--- src/hdl/pgdt_ram.sv ---
// Generic single write port, single read port RAM with registered read data.
`default_nettype none
module pgdt_ram #(
   parameter int WIDTH = 8,
   parameter int DEPTH = 16
) (
   input  wire logic                     clock,
   input  wire logic                     wr_en,
   input  wire logic [$clog2(DEPTH)-1:0] wr_addr,
   input  wire logic [WIDTH-1:0]         wr_data,
   input  wire logic                     rd_en,
   input  wire logic [$clog2(DEPTH)-1:0] rd_addr,
   output      logic [WIDTH-1:0]         rd_data
);

   logic [WIDTH-1:0] mem_ff [DEPTH];
   logic [WIDTH-1:0] rd_data_ff;

   // Write and registered read.
   always_ff @(posedge clock) begin
      if (wr_en) begin
         mem_ff[wr_addr] <= wr_data;
      end
      if (rd_en) begin
         rd_data_ff <= mem_ff[rd_addr];
      end
   end

   assign rd_data = rd_data_ff;

endmodule
`default_nettype wire

--- config.mk ---
export PLATFORM = sky130hd
export DESIGN_NAME = pgdt_ram
export DESIGN_NICKNAME = d
export VERILOG_FILES = /design/src/hdl/pgdt_ram.sv
export SDC_FILE = /design/constraint.sdc
export NUM_CORES = 1
export LEC_CHECK = 0
export ABC_AREA = 1
export BUFFER_PORTS_ARGS = -buffer_cell sky130_fd_sc_hd__buf_2
export CORE_MARGIN = 1
export CORE_UTILIZATION = 47
export DETAILED_ROUTE_END_ITERATION = 16
export GPL_ROUTABILITY_DRIVEN = 0
export GPL_TIMING_DRIVEN = 0
export SYNTH_ARGS = -nofsm -noshare
export SYNTH_HDL_FRONTEND = slang
export SYNTH_SLANG_ARGS = --single-unit
--- constraint.sdc ---
create_clock -name clock -period 2.8 [get_ports clock]
set_input_delay 0.28 -clock clock [delete_from_list [all_inputs] [get_ports clock]]
set_output_delay 0.28 -clock clock [all_outputs]
set_load 0.05 [all_outputs]
* Word level (Yosys, flattened, before mapping)
Memory sizes are Yosys's and may differ from the RTL's. A register that Yosys moved wholly into a read port is not among the register bits. Cells that the tools add are included.
Word-level totals: register bits 0, memory bits (writable) 128, bits of input ports 19, output and inout bits 8, memories kept 1
Memories:
- mem_ff | depth 16, bits a word 8, rd ports 1, clocked after Yosys merged registers in 1, wr ports 1, RTL line 16 | logic [WIDTH-1:0] mem_ff [DEPTH];
Operators by class: mux-type cells 2
Operator list (count):
- 1-bit two-way mux | 2

* Depth between registers and ports, before layout
word-level depth 2, depth in mapped cells 8, mapped depth without buffers 7

* Worst setup path after synthesis
No wires, ideal clock.
kind input-to-reg, start input port wr_addr[2], end memory mem_ff[10][0] (enable), setup time 0.370 ns, arrival time 0.861 ns, data required time 2.430 ns, slack 1.569 ns, stages on the path 2, path buffers 0, cells stage by stage nand3b_1 > nor2_1
RTL lines:
- from (decl) | RTL line 9 | input wire logic [$clog2(DEPTH)-1:0] wr_addr,
- to (decl) | RTL line 16
Straight into the memory's write port.

* Final worst setup path
start input port wr_addr[2], end memory mem_ff[9][1] (enable)
Straight into the memory's write port.

==> results.toml <==
[die]
coreArea_sq_um = 12100
initial_utilization_pct = 48.5
die_x_um = 114
dieArea_sq_um = 12900
ios = 27
rows = 40
die_height_um = 114

[cells_and_area]
syn_to_final_growth_pct = 15.2
drive_gt1_share_pct = 12.9
stdcell_area_sq_um = 6740
final_common_cell = "nand2_1"
final_cell_mix = "nand2_1 (173), edfxtp_1 (136), inv_1 (100), nand3_1 (97), buf_2 (36)"
nNetsFinal = 612
post-route-util_pct = 55.8
diodes = 0

[route]
wire_per_inst_um = 18.2
drcViolationCount = 0
routed_wl_um = 14100
first_pass_iters = 5
drt.antenna.violating_nets = 0
first_iter_violations = 392
via_count = 3864
vias_per_cell = 4.99

[grt]
grt_max_degree = 17
antenna_found_initial = 0
grt_pass1_wl_um = 21100
grt_pass1_vias = 3623
grt_use_total_pct = 23.8
grt_overflow_total = 0

[timing]
fmax_ghz = 0.726
fin_crit_ns = 1.38
skew_ns = 0.00562
worst_hold_slack_ns = 0.201
setup_tns_ns = 0
worst_pin_slew_ns = 1.01
setup_viol = 0
rsz0062_at_grt = "no"
timing.slew.headroom_pct = 32.2
hold_violations = 0
slew_viol_final = 0
period_share_pct = 49.2

[synth]
avgSynthCellArea_sq_um = 10.6
yosys.area_share.adder_pct = 0
syn-cell-area_sq_um = 5850
syn_nets = 570
yosys.area_share.simple_pct = 20.8
seq_area_frac_synth_pct = 69.8
synth_compound_area_share_pct = 0
yosysWarnings = 0
synth_xor_area_share_pct = 0
synth_top_family_by_area = "simple AND/OR/NAND/NOR gates"
ys_seq_elements = 136
synthMuxAreaShare_pct = 0
synth_cell_types = 11
syn_inst = 551

[hold_path]
hp-class = "input pin to flip-flop"
worstHoldPathCells = 1
min_from = "rd_en"

[worst_setup_path]
crit_path_max_incr_delay_ns = 0.80
worst_setup_path_end_kind = "flip-flop"
r2r_start = "mem_ff[11][5]"
crit_path_cell_trace = "buf_2 > nand3b_1 > nor2_1"
criticalPathCategory = "input pin to flip-flop"
critPathLaunch = "wr_addr[2]"
reg2reg_depth = 6
slowest_stage = "nor2_1"
start_kind = "input pin"
crit_path_max_fanout = 8
required_ns = 2.84
critical_path_arrival_ns = 1.42

[flow_run]
max_cap_violations = 0

[cts]
cts.sinks = 136
cts_max_path_buffers = 2
cts_hold_buf = 0
tritoncts = "yes"
clk_latency_ns = 0.42
cts-root-buf = "clkbuf_16"
cts_made_buffers = 17
cts_setup_buffers = 0
h-tree-depth = 4
cts_resized = 0
path_clk_slew_ns = 0.06

[power]
totalPowerFinal_mw = 4.74
ir_drop_uv = 387
power_density_nw_per_um2 = 704
leakagePower_nw = 2.89

[placement]
io_buffer_count = 23
placed_cell_area_sq_um = 6170
post-dp-hpwl_um = 9200

[status]
outcome = "finished, final reports clean"
## cell families (layout without fill, tap and decap cells)
kind of cell,after synthesis,after routing
flops,136,136
buf+inv,126,181
simple gates,289,289
## worst max-delay path, delay by kind of cell
family | cells | cell delay [ns]
and+or+nand+nor | 2 | 1.02
buffers and inverters | 1 | 0.12
## sequential cells by signal, indices dropped and copies added (netlist names)
register	count
mem_ff	128
rd_data	8
## stage by stage
stage	std cells	worst slack [ns]
2_1_floorplan	551	1.57
3_3_place_gp	742	1.06
3_5_place_dp	742	1.05
4_1_cts	774	1.47
5_1_grt	774	1.35
6_report	774	1.42
## layout make-up
cell class | count | area, sq um
repair buffers | 23 | 115
inverters | 102 | 383
well taps | 168 | 210
fillers | 1026 | 5330
clock buffers | 18 | 429
multi-input cells | 289 | 1210
plain buffers | 24 | 166
clock inverters | 14 | 134
flip-flops and latches | 136 | 4080
## Yosys cell counts (all sizes together)
library cell	instances	area, sq um
inv	102	383
nand2	173	649
buf	24	166
nand3	97	485
nor2	17	63.8
nand3b	2	15.0
edfxtp	136	4080
## path summary, 6_finish.rpt
path / end / slack (ns)
max: mem_ff[9][1] / 1.42
min: rd_data[2] / 0.20
max reg2reg: rd_data[5] / 1.61
min reg2reg: rd_data[1] / 0.78
## where the power goes
group	leakage [nW]	switching (mW)	total, mW	internal, mW
Clock	0.261	0.817	2.11	1.29
Combinational	1.39	0.243	0.329	0.0857
Sequential	1.24	0.0107	2.31	2.29
## routing by layer
metal  up-vias  GRT usage, %  share of wire (%)
met5         -             0                  0
met4         0          11.4                3.1
met3        30          5.47                7.9
met2       168          36.1                 45
met1      1797          32.7                 44
li1       1869             -                  -
Power figures use the tool's default switching activity.
