$ cat config.mk
export PLATFORM = sky130hd
export DESIGN_NAME = pgdt_match
export DESIGN_NICKNAME = d
export VERILOG_FILES = /design/src/hdl/pgdt_pkg.sv /design/src/hdl/pgdt_match.sv
export SDC_FILE = /design/constraint.sdc
export NUM_CORES = 1
export LEC_CHECK = 0
export BUFFER_PORTS_ARGS = -buffer_cell sky130_fd_sc_hd__buf_2
export CORE_MARGIN = 4
export CORE_UTILIZATION = 63
export DETAILED_ROUTE_END_ITERATION = 7
export GPL_TIMING_DRIVEN = 0
export PLACE_DENSITY = 0.92
export SYNTH_ARGS = -nofsm -noshare
export SYNTH_HDL_FRONTEND = slang
export SYNTH_SLANG_ARGS = --single-unit
$ cat constraint.sdc
create_clock -name vclk -period 15.8
set_input_delay 3.16 -clock vclk [all_inputs]
set_output_delay 3.16 -clock vclk [all_outputs]
set_load 0.01 [all_outputs]
$ cat src/hdl/pgdt_pkg.sv
// Shared constants, types and helpers for the plane group de-duplication table.
`default_nettype none
package pgdt_pkg;

   // Storage geometry.
   localparam int SLOTS_PER_GROUP = 16;
   localparam int NUM_GROUPS      = 3;
   localparam int NUM_COEFS       = 4;

   // Coefficient and tolerance widths (Q7.16).
   localparam int COEF_WIDTH = 24;
   localparam int TOL_WIDTH  = 23;
   localparam logic [TOL_WIDTH-1:0] TOL_RESET = TOL_WIDTH'(13107);

   // Derived widths.
   localparam int SLOT_W    = (SLOTS_PER_GROUP > 1) ? $clog2(SLOTS_PER_GROUP) : 1;
   localparam int COUNT_W   = $clog2(SLOTS_PER_GROUP + 1);
   localparam int GRP_W     = $clog2(NUM_GROUPS);
   localparam int DEPTH     = NUM_GROUPS * SLOTS_PER_GROUP;
   localparam int ADDR_W    = $clog2(DEPTH);
   localparam int ENTRY_W   = NUM_COEFS * COEF_WIDTH;
   localparam int CMP_BASE  = (COEF_WIDTH > TOL_WIDTH) ? COEF_WIDTH : TOL_WIDTH;
   localparam int CMP_W     = CMP_BASE + 2;

   // Fixed result field widths.
   localparam int GROUP_OUT_W   = 2;
   localparam int OUTCOME_W     = 2;
   localparam int SLOT_OUT_W    = 4;
   localparam int COUNT_OUT_W   = 5;

   // Axis group codes.
   localparam logic [GRP_W-1:0] GRP_X = GRP_W'(0);
   localparam logic [GRP_W-1:0] GRP_Y = GRP_W'(1);
   localparam logic [GRP_W-1:0] GRP_Z = GRP_W'(2);

   // Outcome codes.
   localparam logic [OUTCOME_W-1:0] OUT_NEW  = OUTCOME_W'(0);
   localparam logic [OUTCOME_W-1:0] OUT_DUP  = OUTCOME_W'(1);
   localparam logic [OUTCOME_W-1:0] OUT_DROP = OUTCOME_W'(2);

   // Sequencer states.
   typedef enum logic {
      ST_IDLE,
      ST_SCAN
   } state_type;

   // Magnitude of a two's complement coefficient; the most negative value maps
   // to its true magnitude as an unsigned number of the same width.
   function automatic logic [COEF_WIDTH-1:0] coef_mag(input logic [COEF_WIDTH-1:0] v);
      logic [COEF_WIDTH-1:0] r;
      r = v[COEF_WIDTH-1] ? (~v + COEF_WIDTH'(1)) : v;
      return r;
   endfunction

endpackage
`default_nettype wire

$ cat src/hdl/pgdt_match.sv
// Tolerance compare of a candidate plane against one stored plane.
`default_nettype none
module pgdt_match (
   input  wire logic [pgdt_pkg::ENTRY_W-1:0]   cand,
   input  wire logic [pgdt_pkg::ENTRY_W-1:0]   stored,
   input  wire logic [pgdt_pkg::TOL_WIDTH-1:0] tol,
   output      logic                           match
);

   localparam int CW = pgdt_pkg::COEF_WIDTH;
   localparam int DW = pgdt_pkg::CMP_W;

   logic signed [DW-1:0] tol_pos;
   logic signed [DW-1:0] tol_neg;
   logic signed [DW-1:0] diff [pgdt_pkg::NUM_COEFS];
   logic [pgdt_pkg::NUM_COEFS-1:0] close;

   // Each coefficient is close when -tol < diff < tol, which is |diff| < tol.
   always_comb begin
      tol_pos = $signed({{(DW-pgdt_pkg::TOL_WIDTH){1'b0}}, tol});
      tol_neg = -tol_pos;
      for (int i = 0; i < pgdt_pkg::NUM_COEFS; i++) begin
         diff[i] = $signed({{(DW-CW){cand[i*CW+CW-1]}}, cand[i*CW +: CW]})
                 - $signed({{(DW-CW){stored[i*CW+CW-1]}}, stored[i*CW +: CW]});
         close[i] = (diff[i] < tol_pos) && (diff[i] > tol_neg);
      end
      match = &close;
   end

endmodule
`default_nettype wire

# Word-level counts from Yosys, hierarchy flattened
# Index checks and enable logic that the tools add are counted.
# op_classes
add_sub_neg	5
n_mul	0
n_div	0
magnitude_cmp	8
n_eq_ne	0
shifts	0
mux	0
n_bitwise	0
n_reduce_logical	5
# ops
op	count
> comparator 25 x 26 -> 1 bit	4
< comparator 25 x 24 -> 1 bit	4
subtractor 24 x 24 -> 25 bit	4
negation 23 -> 26 bit	1
logical AND 1 bit	4
AND reduction 4 bit	1
# word_totals
reg_bits	0
latchBits	0
ram_bits	0
rom_bits	0
inputBits	215
output_inout_bits	1
wordCells	18
n_memories	0

# Logic depth before layout (Yosys ltp)
# depth
ltp_word	4
depth_mapped	23
depth_no_buf	23

# Worst setup path after synthesis
# No wires, ideal clock.
# synth_path
path_kind	input -> output
startpoint	input port cand[0] (netlist bit)
endpoint	output port match
arrival_ps	7463
required_time_ps	12640
slack_ps	5177
stages	22
path_buffers	0
path_cell_list	inv_1 ha_1 inv_1 fa_1 a211oi_1 o21ai_1 a21oi_1 o21bai_1 a41oi_1 o21ai_1 a2111oi_0 nor3_1 xnor2_1 ha_1 nand2_1 or3_1 nor3_1 o21ai_1 a31oi_1 nor4b_1 o21ai_1 a2111oi_2
# synth_via
elab_chain_len	4
elab_cells_between_ends	5
cone_classes	add/sub: 1; order compare: 2; reduce/logical: 2
# synth_lines
item	line_no	text
start, declared	pgdt_match.sv:4	input wire logic [pgdt_pkg::ENTRY_W-1:0] cand,
subtractor 24 x 24 -> 25 bit (*)	pgdt_match.sv:24	- $signed({{(DW-CW){stored[i*CW+CW-1]}}, stored[i*CW +: CW]});
> comparator 25 x 26 -> 1 bit / < comparator 25 x 24 -> 1 bit (equally long branches)	pgdt_match.sv:25	close[i] = (diff[i] < tol_pos) && (diff[i] > tol_neg);
logical AND 1 bit (*)	pgdt_match.sv:25	
AND reduction 4 bit (*)	pgdt_match.sv:27	match = &close;
end, declared	pgdt_match.sv:7	output logic match
# Mark *: on every way between the ends. The rest lies on a longest branch, timed or not.

# Final worst setup path
# Ends and elaborated chain as after synthesis.

==> results by stage <==
Route:
- Summed over all layers, the routed wires come to ~26000 um.
- The detailed router's first-iteration violation count is 667.
- The number of search-and-repair iterations in the first detailed-routing pass is 5.
- The number of nets with antenna violations after detailed routing is 0.
- In the final routed layout, each cell accounts on average for between 15 and 20 um.
- The number of remaining DRC errors is 0.
- The number of vias in the routed layout is 10430.
- After detailed routing, the number of vias per cell comes to 6.115.

Yosys:
- In the post-synthesis netlist, the biggest area contributors are sky130_fd_sc_hd__ha_1 38%, sky130_fd_sc_hd__xnor2_1 6.9%, sky130_fd_sc_hd__a21oi_1 6.6%, sky130_fd_sc_hd__inv_1 6.3%, sky130_fd_sc_hd__nor2_1 3.7%.
- Synthesis produced approximately 1300 cells.
- After synthesis the cells add up to roughly 9500 um2.
- After synthesis, the most frequently instantiated cells are 289 x sky130_fd_sc_hd__ha_1, 159 x sky130_fd_sc_hd__inv_1, 125 x sky130_fd_sc_hd__a21oi_1, 94 x sky130_fd_sc_hd__nor2_1, 75 x sky130_fd_sc_hd__xnor2_1.
- By area, the combinational part of the netlist is dominated by adder cells.
- The sequential fraction of the synthesis area is 0%.
- The mean instance size in the synthesized netlist is just over 7 um2.
- The synthesized netlist devotes ~27% of its cell area to compound gates.
- Of the total synthesized cell area, the portion taken by XOR and XNOR cells is 8.521%.
- Of the total synthesized cell area, the portion taken by full adders, half adders and majority gates is about 39%.
- Multiplexer cells account for less than 1% of the synthesized area.
- The simple-gate share of the synthesized area is between 10% and 20%.
- Yosys printed 0 warnings.
- The library cell with the largest summed area after synthesis is sky130_fd_sc_hd__ha_1.
- In this run, distinct cell masters in the synthesized netlist total 64.
- The cell with the most instances after synthesis is sky130_fd_sc_hd__ha_1.
- The total nets after synthesis is roughly 1800.
- The share of the synthesized area in the top cell type is 38.24%.

Placed design:
- Summed over all nets, the half-perimeter wirelength after detailed placement is about 23000 um.
- Once placement finished, the instance area stood at 10770 um2.
- At the end of routability-driven placement, the weighted congestion stood at between 0.9 and 1.
- The count of buffers added on input and output ports is 216.

Clock network:
- Hold repair after CTS inserted 0 buffers.
- After clock tree synthesis, the setup repair step added 0 buffers.
- The number of resized instances in the post-cts repair step is 0.

Worst setup path:
- The capturing element type of the critical path is a primary output.
- The worst path required time is about 13000 ps.
- The critical path start-end classification is input pin to primary output.
- The arrival time at the worst endpoint is ~8900 ps.
- In this run the worst path has a maximum fanout of 3.
- The kind of launch point of the worst setup path is an input pin.

STA:
- The share of the clock period used by the worst path is about 76%.
- Measured against its own limit, the worst slew margin works out to between 30% and 40%.
- Summed over all failing endpoints, the final setup total negative slack is 0 ps.
- The max-slew violation count came to 0.
- The number of endpoints with negative hold slack in the final report is 0.
- At the pin with the least slew margin, the transition time is about 900 ps.
- Setup violations remaining at the end of the flow were counted as 0.
- Setup repair after global routing left no endpoint under its margin.
- The final critical-path required period is 12010 ps.
- Based on the critical path, the design can be clocked at up to roughly 0.083 GHz.

Flow run:
- The number of maximum-capacitance violations is 0.

Layout:
- The area growth from synthesis to layout is 13.97%.
- In the final design database the tool counted a little over 2000 nets.
- The cell area after layout is ~11000 um2.
- The design has 0 sequential cells.
- The ratio of cells with drive above 1 in the final layout is between 10% and 20%.
- The count of clock-net buffers in the final layout is 0.
- Summing all flip-flop and latch instances after layout gives 0 um2.

Global routing:
- In the global route stage, overall resource usage came out at between 20% and 30%.
- The first global-routing pass estimated roughly 42000 um of wire.
- The initial antenna violation count came to 3.
- The via count of the first global-routing pass is ~9800.
- The maximum number of pins on one net before global-route repair is 9.
- After global routing the overflow that remains totals 0.

Run status:
- The flow ran to the end, and the final reports show no timing, DRC or antenna violations.

Floorplanning:
- The area enclosed by the die boundary is between 15000 and 20000 um2.
- The I/O pin total is roughly 220.
- The starting utilization of the core area is roughly 65%.
- The floorplan has between 40 and 50 rows.
- The area of the core is around 15000 um2.
- The die extent in x is around 130 um.
- The vertical extent of the die is about 130 um.

Pwr:
- In this run the power density over the cells is slightly below 50 nW/um2.
- The worst-case IR drop observed on VDD is 0.02509 mV.
- The leakage power figure is 5.824 nW.

Hold path:
- The worst hold path class is input pin to primary output.
[critical path: stages]
cell	delay [ps]
sky130_fd_sc_hd__buf_2	100
sky130_fd_sc_hd__inv_1	40
sky130_fd_sc_hd__ha_1	160
sky130_fd_sc_hd__inv_1	50
sky130_fd_sc_hd__fa_1	430
sky130_fd_sc_hd__a211oi_1	340
sky130_fd_sc_hd__o21ai_1	140
sky130_fd_sc_hd__a21oi_1	300
sky130_fd_sc_hd__o21bai_1	130
sky130_fd_sc_hd__a41oi_1	490
sky130_fd_sc_hd__o21ai_1	220
sky130_fd_sc_hd__a2111oi_0	430
sky130_fd_sc_hd__nor3_1	130
sky130_fd_sc_hd__xnor2_1	190
sky130_fd_sc_hd__ha_1	320
sky130_fd_sc_hd__nand2_1	70
sky130_fd_sc_hd__or3_1	400
sky130_fd_sc_hd__nor3_1	370
sky130_fd_sc_hd__o21ai_1	180
sky130_fd_sc_hd__a31oi_1	180
sky130_fd_sc_hd__nor4b_1	260
sky130_fd_sc_hd__o21ai_1	150
sky130_fd_sc_hd__a2111oi_2	400
sky130_fd_sc_hd__buf_2	200
[per-stage QoR]
step | std cells | power (mW) | setup WS (ps) | util, % | hold WS, ps
4_1_cts | 1702 | 0.5153 | 3884 | 73.53 | 7110
6_report | 1706 | 0.5260 | 3786 | 73.60 | 7104
3_5_place_dp | 1702 | 0.5120 | 3902 | 73.53 | 7108
5_1_grt | 1705 | 0.5937 | 3344 | 73.58 | 7165
2_1_floorplan | 1302 | 0.3786 | 5177 | - | 6780
3_3_place_gp | 1702 | 0.4894 | 4022 | 73.53 | 7112
[cell type report]
| class | instances | area (um2) |
|---|---|---|
| antenna | 4 | 10.01 |
| buffer | 4 | 15.01 |
| fill | 1153 | 3866 |
| inverter | 161 | 604.3 |
| multi-input combinational | 1137 | 8837 |
| tap | 184 | 230.2 |
| timing repair buffer | 216 | 1081 |
[report_power, final]
part           leakage, nW  switching (mW)  internal (mW)
clock network    0.0000254               0   0.0000000339
registers                0               0              0
logic                 5.82           0.297          0.229
[worst paths after layout]
path	startpoint	end	slack (ps)	cells after the start
setup / recovery	cand[0]	match	3790	24
hold / removal	cand[71]	match	7100	6
[logic make-up after synthesis]
| logic type | after synthesis |
|---|---|
| buffers and inverters | 165 |
| AO/OA/AOI/OAI | 393 |
| AND/OR/NAND/NOR | 355 |
| multiplexers | 4 |
| adder cells (fa/ha/maj) | 293 |
| XOR/XNOR | 92 |
[layout by cell type (no fill, tap or decap), types with 41 or more instances in the layout]
cell	synthesis	routed
sky130_fd_sc_hd__xnor2_1	75	75
sky130_fd_sc_hd__nor2_1	94	94
sky130_fd_sc_hd__ha_1	289	289
sky130_fd_sc_hd__a21o_1	45	45
sky130_fd_sc_hd__buf_2	0	216
sky130_fd_sc_hd__a21oi_1	125	125
sky130_fd_sc_hd__nand2_1	73	73
sky130_fd_sc_hd__o21ai_0	60	60
sky130_fd_sc_hd__inv_1	159	159
sky130_fd_sc_hd__nor3_1	41	41
[per-layer routing]
layer  vias to the layer above  track usage [%]  part of all wire, %  wire length, um
met5                         -                0                    0                0
met2                       437            51.01                   46            11970
met1                      4655            38.35                   45            11760
met3                        74            1.626                  6.6             1724
met4                         0            8.348                  3.0              792
li1                       5266                -                    -                -
Power figures use the tool's default switching activity.
